[src/sv/ffha_pkg.sv]
`timescale 1ns / 1ps
// ----------------------------------------------------------------------------
// ffha_pkg
// Shared types and constants of the first-fit heap allocator.
// ----------------------------------------------------------------------------
package ffha_pkg;

    localparam int TABLE_ENTRIES_DEF = 256;
    localparam int HEADER_BYTES_DEF  = 8;
    localparam int FOOTER_BYTES_DEF  = 8;

    localparam int EXT_W = 36;

    localparam logic [11:0] PAGE_MASK_LOW  = 12'hfff;
    localparam logic [31:0] PAGE_MASK_HIGH = 32'hfffff000;
    localparam logic [12:0] PAGE_BYTES     = 13'h1000;

    localparam logic OP_ALLOC = 1'b0;
    localparam logic OP_FREE  = 1'b1;

    localparam logic [2:0] ST_OK       = 3'd0;
    localparam logic [2:0] ST_ZERO     = 3'd1;
    localparam logic [2:0] ST_FULL     = 3'd2;
    localparam logic [2:0] ST_TABLE    = 3'd3;
    localparam logic [2:0] ST_NOTFOUND = 3'd4;

    localparam logic [1:0] REG_HEAP_START = 2'd0;
    localparam logic [1:0] REG_HEAP_INIT  = 2'd1;
    localparam logic [1:0] REG_HEAP_LIMIT = 2'd2;

    typedef struct packed {
        logic        opcode;
        logic [31:0] alloc_size;
        logic        align_page;
        logic [31:0] address;
    } in_beat_t;

    typedef struct packed {
        logic [31:0] result_address;
        logic [2:0]  status;
        logic [31:0] heap_end_now;
    } out_beat_t;

endpackage

[src/sv/ffha_gap_fit.sv]
`timescale 1ns / 1ps
// ----------------------------------------------------------------------------
// ffha_gap_fit
// Checks whether a gap holds a block footprint, with optional page alignment.
// ----------------------------------------------------------------------------
module ffha_gap_fit #(
    parameter int HEADER_BYTES = ffha_pkg::HEADER_BYTES_DEF
) (
    input  logic [ffha_pkg::EXT_W-1:0] gap_start,
    input  logic [31:0]                gap_end,
    input  logic [33:0]                footprint,
    input  logic                       align,
    output logic                       fits,
    output logic [31:0]                hole
);
    logic [ffha_pkg::EXT_W-1:0] hdr_pos;
    logic [11:0]                low;
    logic [ffha_pkg::EXT_W-1:0] bumped;
    logic [ffha_pkg::EXT_W-1:0] start_adj;
    logic [ffha_pkg::EXT_W-1:0] end_ext;

    always_comb begin
        end_ext = ffha_pkg::EXT_W'(gap_end);
        hdr_pos = gap_start + ffha_pkg::EXT_W'(HEADER_BYTES);
        low     = hdr_pos[11:0] & ffha_pkg::PAGE_MASK_LOW;
        bumped  = gap_start + ffha_pkg::EXT_W'(ffha_pkg::PAGE_BYTES - {1'b0, low});
        start_adj = gap_start;
        if (align && low != 12'd0) begin
            start_adj = (bumped >= end_ext) ? end_ext : bumped;
        end
        fits = (end_ext >= start_adj) &&
               ((end_ext - start_adj) >= ffha_pkg::EXT_W'(footprint));
        hole = start_adj[31:0];
    end
endmodule

[config.mk]
export PLATFORM = sky130hd
export DESIGN_NAME = ffha_gap_fit
export DESIGN_NICKNAME = d
export VERILOG_FILES = /design/src/sv/ffha_pkg.sv /design/src/sv/ffha_gap_fit.sv
export SDC_FILE = /design/constraint.sdc
export NUM_CORES = 1
export LEC_CHECK = 0
export BUFFER_PORTS_ARGS = -buffer_cell sky130_fd_sc_hd__buf_2
export CORE_MARGIN = 2
export CORE_UTILIZATION = 58
export DETAILED_ROUTE_END_ITERATION = 16
export GPL_TIMING_DRIVEN = 0
export PLACE_DENSITY_LB_ADDON = 0.15
export SLEW_MARGIN = 30
export SYNTH_ARGS = -nofsm -noshare
export SYNTH_HDL_FRONTEND = slang
export SYNTH_SLANG_ARGS = --single-unit
export TNS_END_PERCENT = 100
[constraint.sdc]
create_clock -name vclk -period 12.55
set_clock_uncertainty 0.2 [all_clocks]
set_input_delay 1.255 -clock vclk [all_inputs]
set_output_delay 1.255 -clock vclk [all_outputs]
set_load 0.01 [all_outputs]
==> metrics.cfg, run 1 <==
[critical_path]
crit_path_frequent_cell=a21o_1
slowest_stage=a2111o_1
cp.required_ps=11100
start_kind=input pin
end_kind=output pin
path_max_fanout=10
crit_type=input pin to output pin
max_stage_delay_ps=430
arrival_ps=10570

[global_routing]
globalRouteOverflowTotal=0
track_usage_pct=29.01
grt_pass1_wl_mm=26.69
grt_max_degree=11
antenna_found_initial=1
grt_pass1_vias=5936

[synthesis]
yosysSeqAreaShare_pct=0
yosys-top-cells-area=ha_1, xnor2_1, a21o_1
synth.net_count=1028
synthesis.area_um2=5836
yosys.area.top_type=ha_1
syn_inst=812
yosysWarnings=0
yosysUniqueCellTypes=69
synth_area_per_cell_um2=7.187
yosysTopAreaCellShare_pct=24.01

[layout]
area_growth_pct=16.12
layout_common_cells=buf_2, ha_1, inv_1, a21oi_1, nand2_1
nClkBuffers=0
final_common_cell=buf_2
fin_util_pct=69.33
final_cell_count_no_fill=1080
fill_cells=924
fin_area_um2=6777
drive_gt1_share_pct=19.75
fin_nets=1165
seq_cells=0
diodes=0
seq_area_um2=0

[sta]
finalSetupViolCount=0
finalHoldViolCount=0
slew_headroom_pct=51.67
drv_slew=0
min_period_over_period_pct=95.78
max_freq_mhz=83.19
tightestPinTransition_ps=725.0
rsz0062_at_grt=no
finalCriticalPeriod_ps=12020

[routing]
vias=6502
first_iter_violations=327
ant_nets=0
post_drt_wl_per_cell_um=15.67
vias_per_cell=6.020
wl_mm=16.92
dr.pass1.iters=5
drc=0

[run]
cap_violations=0

[run_status]
outcome=finished, final reports clean

[floorplanning]
dieHeight_um=104.3
io-pin-count=136
rows=36
die_width_um=104.3
core_um2=9774
initial_utilization_pct=59.70
dieArea_um2=10880

[placement]
dp.cells=1078
port_buffers=133
place_hpwl_mm=14.17
placed_cell_area_um2=6668
routabilityCongestion=0.9650

[power_and_ir_drop]
power_density_nw_per_um2=60.84
p_leak_nw=3.402
peakVddDrop_uv=34.88
p_total_uw=412.3

[worst_hold_path]
hp-class=input pin to output pin

[clock_network]
cts_hold_buffers=0

critical path, delay by kind of cell:
| family | cells | cell delay, ps |
|---|---|---|
| AO/OA/AOI/OAI | 24 | 4700 |
| AND/OR/NAND/NOR | 11 | 1770 |
| adder cells (fa/ha/maj) | 4 | 1300 |
| XOR/XNOR | 3 | 390 |
| multiplexers | 1 | 150 |
| buffers and inverters | 6 | 980 |
stage by stage:
stage / hold slack, ps / setup TNS (ps) / setup slack, ps
floorplan: 2453 / 0 / 1479
detailed placement: 2667 / -665.5 / -665.5
finish: 2676 / 0 / 529.6
global placement: 2672 / -525.8 / -525.8
global route: 2716 / 0 / 8.271
CTS: 2670 / 0 / 57.07
final cells by class:
cell class | count | area [um^2] | area share (%)
buffer | 24 | 147.6 | 2.179
inverter | 83 | 311.5 | 4.597
multi-input combinational | 704 | 5463 | 80.61
tap | 133 | 166.4 | 2.456
timing repair buffer | 136 | 688.2 | 10.16
cell families (layout without fill, tap and decap cells):
group / Yosys count / in the layout / share of synthesized area, %
AOI/OAI and AO/OA: 278 / 278 / 32.74
and+or+nand+nor: 208 / 208 / 18.25
adders and majority gates: 113 / 113 / 24.36
buffers and inverters: 108 / 243 / 7.933
xor gates and xnor gates: 77 / 77 / 11.81
muxes: 28 / 28 / 4.910
routing by layer:
metal  track usage, %  vias to the layer above  part of all wire, %
met5                0                        -                    0
met4            9.363                        0                  3.4
met3            1.441                       49                  6.4
met2            53.92                      276                   48
met1            35.42                     2920                   42
li1                 -                     3257                    -
what timing repair did:
item,CTS,global route
gates resized for setup,7,18
pin swaps,0,4
endpoints found under the hold margin,0,0
setup buffers,0,3
endpoints found under the setup margin,1,1
cell usage after synthesis, types with 4 or more instances:
| library cell | instances |
|---|---|
| a31oi_1 | 5 |
| o22a_1 | 4 |
| a21oi_2 | 8 |
| xnor2_1 | 50 |
| and4_1 | 4 |
| and2_1 | 6 |
| inv_1 | 83 |
| ha_1 | 112 |
| o2bb2ai_1 | 8 |
| mux2i_1 | 26 |
| nand4_1 | 23 |
| xor2_1 | 25 |
| nor2_1 | 32 |
| a41oi_1 | 5 |
| nand2_1 | 59 |
| nand3_1 | 26 |
| and3_1 | 11 |
| o21a_1 | 26 |
| clkbuf_1 | 14 |
| nor2b_1 | 8 |
| or3_1 | 4 |
| buf_2 | 5 |
| o21bai_1 | 9 |
| a21oi_1 | 68 |
| a21o_1 | 47 |
| nand2b_1 | 11 |
| o211ai_1 | 6 |
| o22ai_1 | 5 |
| nor3_1 | 12 |
| a2bb2oi_1 | 8 |
| o21ai_0 | 48 |
final timing paths:
path	from	to	depth (start not counted)
worst max-delay path	gap_start[3]	fits	49
worst min-delay path	gap_start[29]	hole[29]	4
power by group:
part / total (mW) / internal [mW] / switching (mW)
clock network: 0 / 0 / 0
logic: 0.412 / 0.183 / 0.229
registers: 0 / 0 / 0
No activity file was read; power rests on OpenSTA's default activity.
==> run 2: changes to the inputs <==
- PLACE_DENSITY: default -> 0.81
- PLACE_DENSITY_LB_ADDON: 0.15 -> default
==> run 2 against run 1 <==
  * Via count grew 0.42%
  * Count of clock-buffer cells in the layout stayed put
  * Setup slack improved by 130 ps
  * Non-clock buffer count is 4 higher
  * Cell area rose by 0.79%
  * Cell count grew 0.37%
  * Core utilization up 0.55 points
  * Critical endpoint unchanged
==> metrics.cfg, run 2 (synthesis gave the netlist of run 1 again) <==
[run_status]
outcome=finished, final reports clean  ; unchanged

[layout]
area_growth_pct=17.05  ; was 16.12%
drive_gt1_share_pct=20.08  ; was 19.75%
fin_nets=1169  ; was 1165
diodes=0  ; unchanged
seq_cells=0  ; unchanged
fin_area_um2=6830  ; was 6777 um^2
final_cell_count_no_fill=1084  ; was 1080
final_common_cell=buf_2  ; unchanged
fill_cells=894  ; was 924
layout_common_cells=buf_2, ha_1, inv_1, a21oi_1, nand2_1  ; unchanged
seq_area_um2=0  ; unchanged
nClkBuffers=0  ; unchanged

[placement]
routabilityCongestion=0.9624  ; was 0.9650
placed_cell_area_um2=6668  ; unchanged
port_buffers=133  ; unchanged
dp.cells=1078  ; unchanged
pre_cts_ws_ps=-612.7  ; was -665.5 ps
place_hpwl_mm=14.03  ; was 14.17 mm

[routing]
vias=6529  ; was 6502
post_drt_wl_per_cell_um=15.53  ; was 15.67 um
ant_nets=0  ; unchanged
dr.pass1.iters=5  ; unchanged
drc=0  ; unchanged
vias_per_cell=6.023  ; was 6.020
first_iter_violations=349  ; was 327
wl_mm=16.84  ; was 16.92 mm

[critical_path]
path_max_fanout=10  ; unchanged
slowest_stage=a211oi_2  ; was a2111o_1
arrival_ps=10430  ; was 10570 ps
cp-endpoint=fits  ; unchanged
end_kind=output pin  ; unchanged
max_stage_delay_ps=360  ; was 430 ps
start_kind=input pin  ; unchanged
cp.required_ps=11100  ; about the same
crit_type=input pin to output pin  ; unchanged
crit_start=gap_start[0]  ; was gap_start[3]

[sta]
finalHoldViolCount=0  ; unchanged
slew_headroom_pct=49.26  ; was 51.67%
min_period_over_period_pct=94.74  ; was 95.78%
drv_slew=0  ; unchanged
rsz0062_at_grt=no  ; unchanged
finalCriticalPeriod_ps=11890  ; was 12020 ps
max_freq_mhz=84.11  ; was 83.19 MHz
tightestPinTransition_ps=754.2  ; was 725.0 ps
setup_ws_ps=660.2  ; was 529.6 ps
finalSetupViolCount=0  ; unchanged

[run]
cap_violations=0  ; unchanged

[floorplanning]
core_um2=9774  ; unchanged
die_width_um=104.3  ; unchanged
initial_utilization_pct=59.70  ; unchanged
io-pin-count=136  ; unchanged
dieArea_um2=10880  ; unchanged
rows=36  ; unchanged
dieHeight_um=104.3  ; unchanged

[power_and_ir_drop]
peakVddDrop_uv=36.35  ; was 34.88 uV
power_density_nw_per_um2=60.11  ; was 60.84 nW/um^2
pwr-share-comb_pct=100.0  ; about the same
switching_share_pct=55.69  ; was 55.66%
p_sw_uw=228.7  ; was 229.5 uW
seqPwrFrac_pct=0  ; about the same
p_int_uw=181.9  ; was 182.8 uW
p_clk_share_pct=0  ; about the same
p_leak_nw=3.426  ; was 3.402 nW

[global_routing]
globalRouteOverflowTotal=0  ; unchanged
grt_pass1_wl_mm=26.26  ; was 26.69 mm
grt_pass1_vias=5889  ; was 5936
track_usage_pct=28.34  ; was 29.01%
antenna_found_initial=0  ; was 1
grt_max_degree=11  ; unchanged

[worst_hold_path]
hp-class=input pin to output pin  ; unchanged
worstHoldPathCells=4  ; unchanged

[clock_network]
cts_hold_buffers=0  ; unchanged

==> run 2: power groups by stage <==
stage	combinational, mW	sequential (mW)	clock, mW
after floorplan	0.295	0	0
after global placement	0.389	0	0
after detailed placement	0.396	0	0
after CTS	0.399	0	0
after global routing	0.456	0	0
final	0.411	0	0
==> run 2: routing by layer <==
layer / GRT usage (%) / part of all wire (%)
met5: 0 / 0
met4: 7.625 / 2.4
met3: 1.128 / 7.6
met2: 52.24 / 48
met1: 35.69 / 42
==> run 2: worst min path at each step <==
stage          slack (ps)        to           from
2_1_floorplan        2450  hole[18]  gap_start[18]
3_3_place_gp         2660  hole[29]  gap_start[29]
3_5_place_dp         2670  hole[29]  gap_start[29]
4_1_cts              2670  hole[29]  gap_start[29]
5_1_grt              2720  hole[29]  gap_start[29]
6_report             2670  hole[29]  gap_start[29]
==> run 2: area by class of cell <==
cell class | count | area (um^2) | share of cell area (%)
tap | 133 | 166.4 | 2.436
timing repair buffer | 140 | 718.2 | 10.51
inverter | 83 | 311.5 | 4.561
multi-input combinational | 704 | 5487 | 80.33
buffer | 24 | 147.6 | 2.162
==> run 2: what timing repair did <==
action | 4_1_cts | 5_1_grt
setup buffers | 0 | 7
pin swaps | 0 | 6
setup endpoints to repair | 1 | 1
resized for setup | 5 | 23
==> run 2: stage by stage <==
step,util [%],power [mW],TNS [ps],hold slack (ps)
after floorplan,-,0.2946,0,2453
after global placement,68.22,0.3894,-525.4,2661
after detailed placement,68.22,0.3960,-612.7,2667
after CTS,68.32,0.3991,0,2667
after global routing,69.88,0.4563,0,2718
final,69.88,0.4106,0,2666
==> run 2: critical path, delay by kind of cell <==
kind | cells | cell delay [ps]
simple gates | 10 | 1810
mux | 1 | 270
compound gates | 23 | 4500
fa+ha+maj | 5 | 1490
xor+xnor | 2 | 350
buf+inv | 5 | 750
==> run 3: changes to the inputs <==
- RECOVER_POWER: default -> 25
==> run 3 against run 2 <==
  * Die area did not move
  * Largest power group unchanged
  * Cell area barely moved
  * Maximum frequency fell by 0.12%
  * Non-clock buffer count did not move
  * Setup slack got worse by 14 ps
  * Wire length barely moved
  * Critical endpoint unchanged
  * Critical path depth rose by 1
  * Power barely moved
  * Sequential share of layout area did not move
  * Core utilization barely moved
==> metrics.cfg, run 3 (synthesis gave the netlist of run 1 again) <==
[layout]
nClkBuffers=0  ; unchanged
drive_gt1_share_pct=19.98  ; was 20.08%
diodes=0  ; unchanged
layout_common_cells=buf_2, ha_1, inv_1, a21oi_1, nand2_1  ; unchanged
area_growth_pct=17.02  ; was 17.05%
fill_cells=895  ; was 894
final_cell_count_no_fill=1084  ; unchanged
fin_nets=1169  ; unchanged
fin_util_pct=69.87  ; was 69.88%
seq_area_um2=0  ; unchanged
seq_cells=0  ; unchanged
fin_area_um2=6829  ; was 6830 um^2
final_common_cell=buf_2  ; unchanged

[sta]
drv_slew=0  ; unchanged
min_period_over_period_pct=94.85  ; was 94.74%
setup_ws_ps=646.2  ; was 660.2 ps
fin_hold_ws_ps=2666  ; about the same
tightestPinTransition_ps=747.0  ; was 754.2 ps
finalCriticalPeriod_ps=11900  ; was 11890 ps
rsz0062_at_grt=no  ; unchanged
max_freq_mhz=84.01  ; was 84.11 MHz
tns_ps=0  ; unchanged
finalSetupViolCount=0  ; unchanged
finalHoldViolCount=0  ; unchanged
slew_headroom_pct=49.74  ; was 49.26%

[critical_path]
slowest_stage=a2111o_1  ; was a211oi_2
crit_type=input pin to output pin  ; unchanged
arrival_ps=10450  ; was 10430 ps
start_kind=input pin  ; unchanged
max_stage_delay_ps=430  ; was 360 ps
crit_path_frequent_cell=a21oi_1
cp.required_ps=11100  ; about the same
path_max_fanout=10  ; unchanged
end_kind=output pin  ; unchanged

[global_routing]
globalRouteOverflowTotal=0  ; unchanged
grt_pass1_wl_mm=26.26  ; unchanged
antenna_found_initial=0  ; unchanged
track_usage_pct=28.34  ; unchanged
grt_max_degree=11  ; unchanged
grt_pass1_vias=5889  ; unchanged

[routing]
vias=6525  ; was 6529
vias_per_cell=6.019  ; was 6.023
wl_mm=16.85  ; was 16.84 mm
dr.pass1.iters=5  ; unchanged
drc=0  ; unchanged
post_drt_wl_per_cell_um=15.54  ; was 15.53 um
ant_nets=0  ; unchanged
first_iter_violations=349  ; unchanged

[placement]
dp.cells=1078  ; unchanged
pre_cts_ws_ps=-612.7  ; unchanged
routabilityCongestion=0.9624  ; unchanged
port_buffers=133  ; unchanged
placed_cell_area_um2=6668  ; unchanged
place_hpwl_mm=14.03  ; unchanged

[power_and_ir_drop]
peakVddDrop_uv=36.35  ; about the same
power_density_nw_per_um2=60.13  ; was 60.11 nW/um^2
p_total_uw=410.6  ; about the same
p_leak_nw=3.424  ; was 3.426 nW

[floorplanning]
io-pin-count=136  ; unchanged
die_width_um=104.3  ; unchanged
core_um2=9774  ; unchanged
initial_utilization_pct=59.70  ; unchanged
rows=36  ; unchanged
dieArea_um2=10880  ; unchanged
dieHeight_um=104.3  ; unchanged

[worst_hold_path]
hp-class=input pin to output pin  ; unchanged

[run_status]
outcome=finished, final reports clean  ; unchanged

[run]
cap_violations=0  ; unchanged

## run 3: changes by cell type in the layout (fill, tap and decap cells not counted), sizes merged
cell    change
buf         -1
clkbuf      +1
## run 3: final cells by class
class,count,area (um^2),share of cell area [%]
plain buffers,24,147.6,2.162
inverters,83,311.5,4.562
multi-input cells,704,5487,80.34
well taps,133,166.4,2.437
repair buffers,140,716.9,10.50
## run 3: path summary, 6_finish.rpt
| kind | end | slack [ps] | depth (start not counted) | start |
|---|---|---|---|---|
| hold / removal | hole[29] | 2670 | 4 | gap_start[29] |
| setup / recovery | fits | 650 | 47 | gap_start[0] |
## run 3: where the power goes
part	internal (mW)	switching (mW)	total (mW)
clock network	0	0	0
logic	0.182	0.229	0.411
registers	0	0	0
total	0.182	0.229	0.411
## run 3: what timing repair did
action | in CTS | in global routing
buffers inserted | 0 | 7
gates cloned | 0 | 0
pin swaps | 0 | 6
hold buffers | 0 | 0
endpoints found under the setup margin | 1 | 1
resized for setup | 5 | 23
## run 3: critical path, delay by kind of cell
kind	cells	cell delay, ps
AO/OA/AOI/OAI	25	4820
XOR/XNOR	2	350
adder cells (fa/ha/maj)	5	1440
buffers and inverters	5	760
multiplexers	1	280
AND/OR/NAND/NOR	9	1540
## run 3: metal layers
layer | share of wire, % | routed length, um | GRT usage (%)
met2 | 48 | 8039 | 52.24
met5 | 0 | 0 | 0
met3 | 7.2 | 1212 | 1.128
met4 | 2.3 | 387 | 7.625
met1 | 43 | 7206 | 35.69
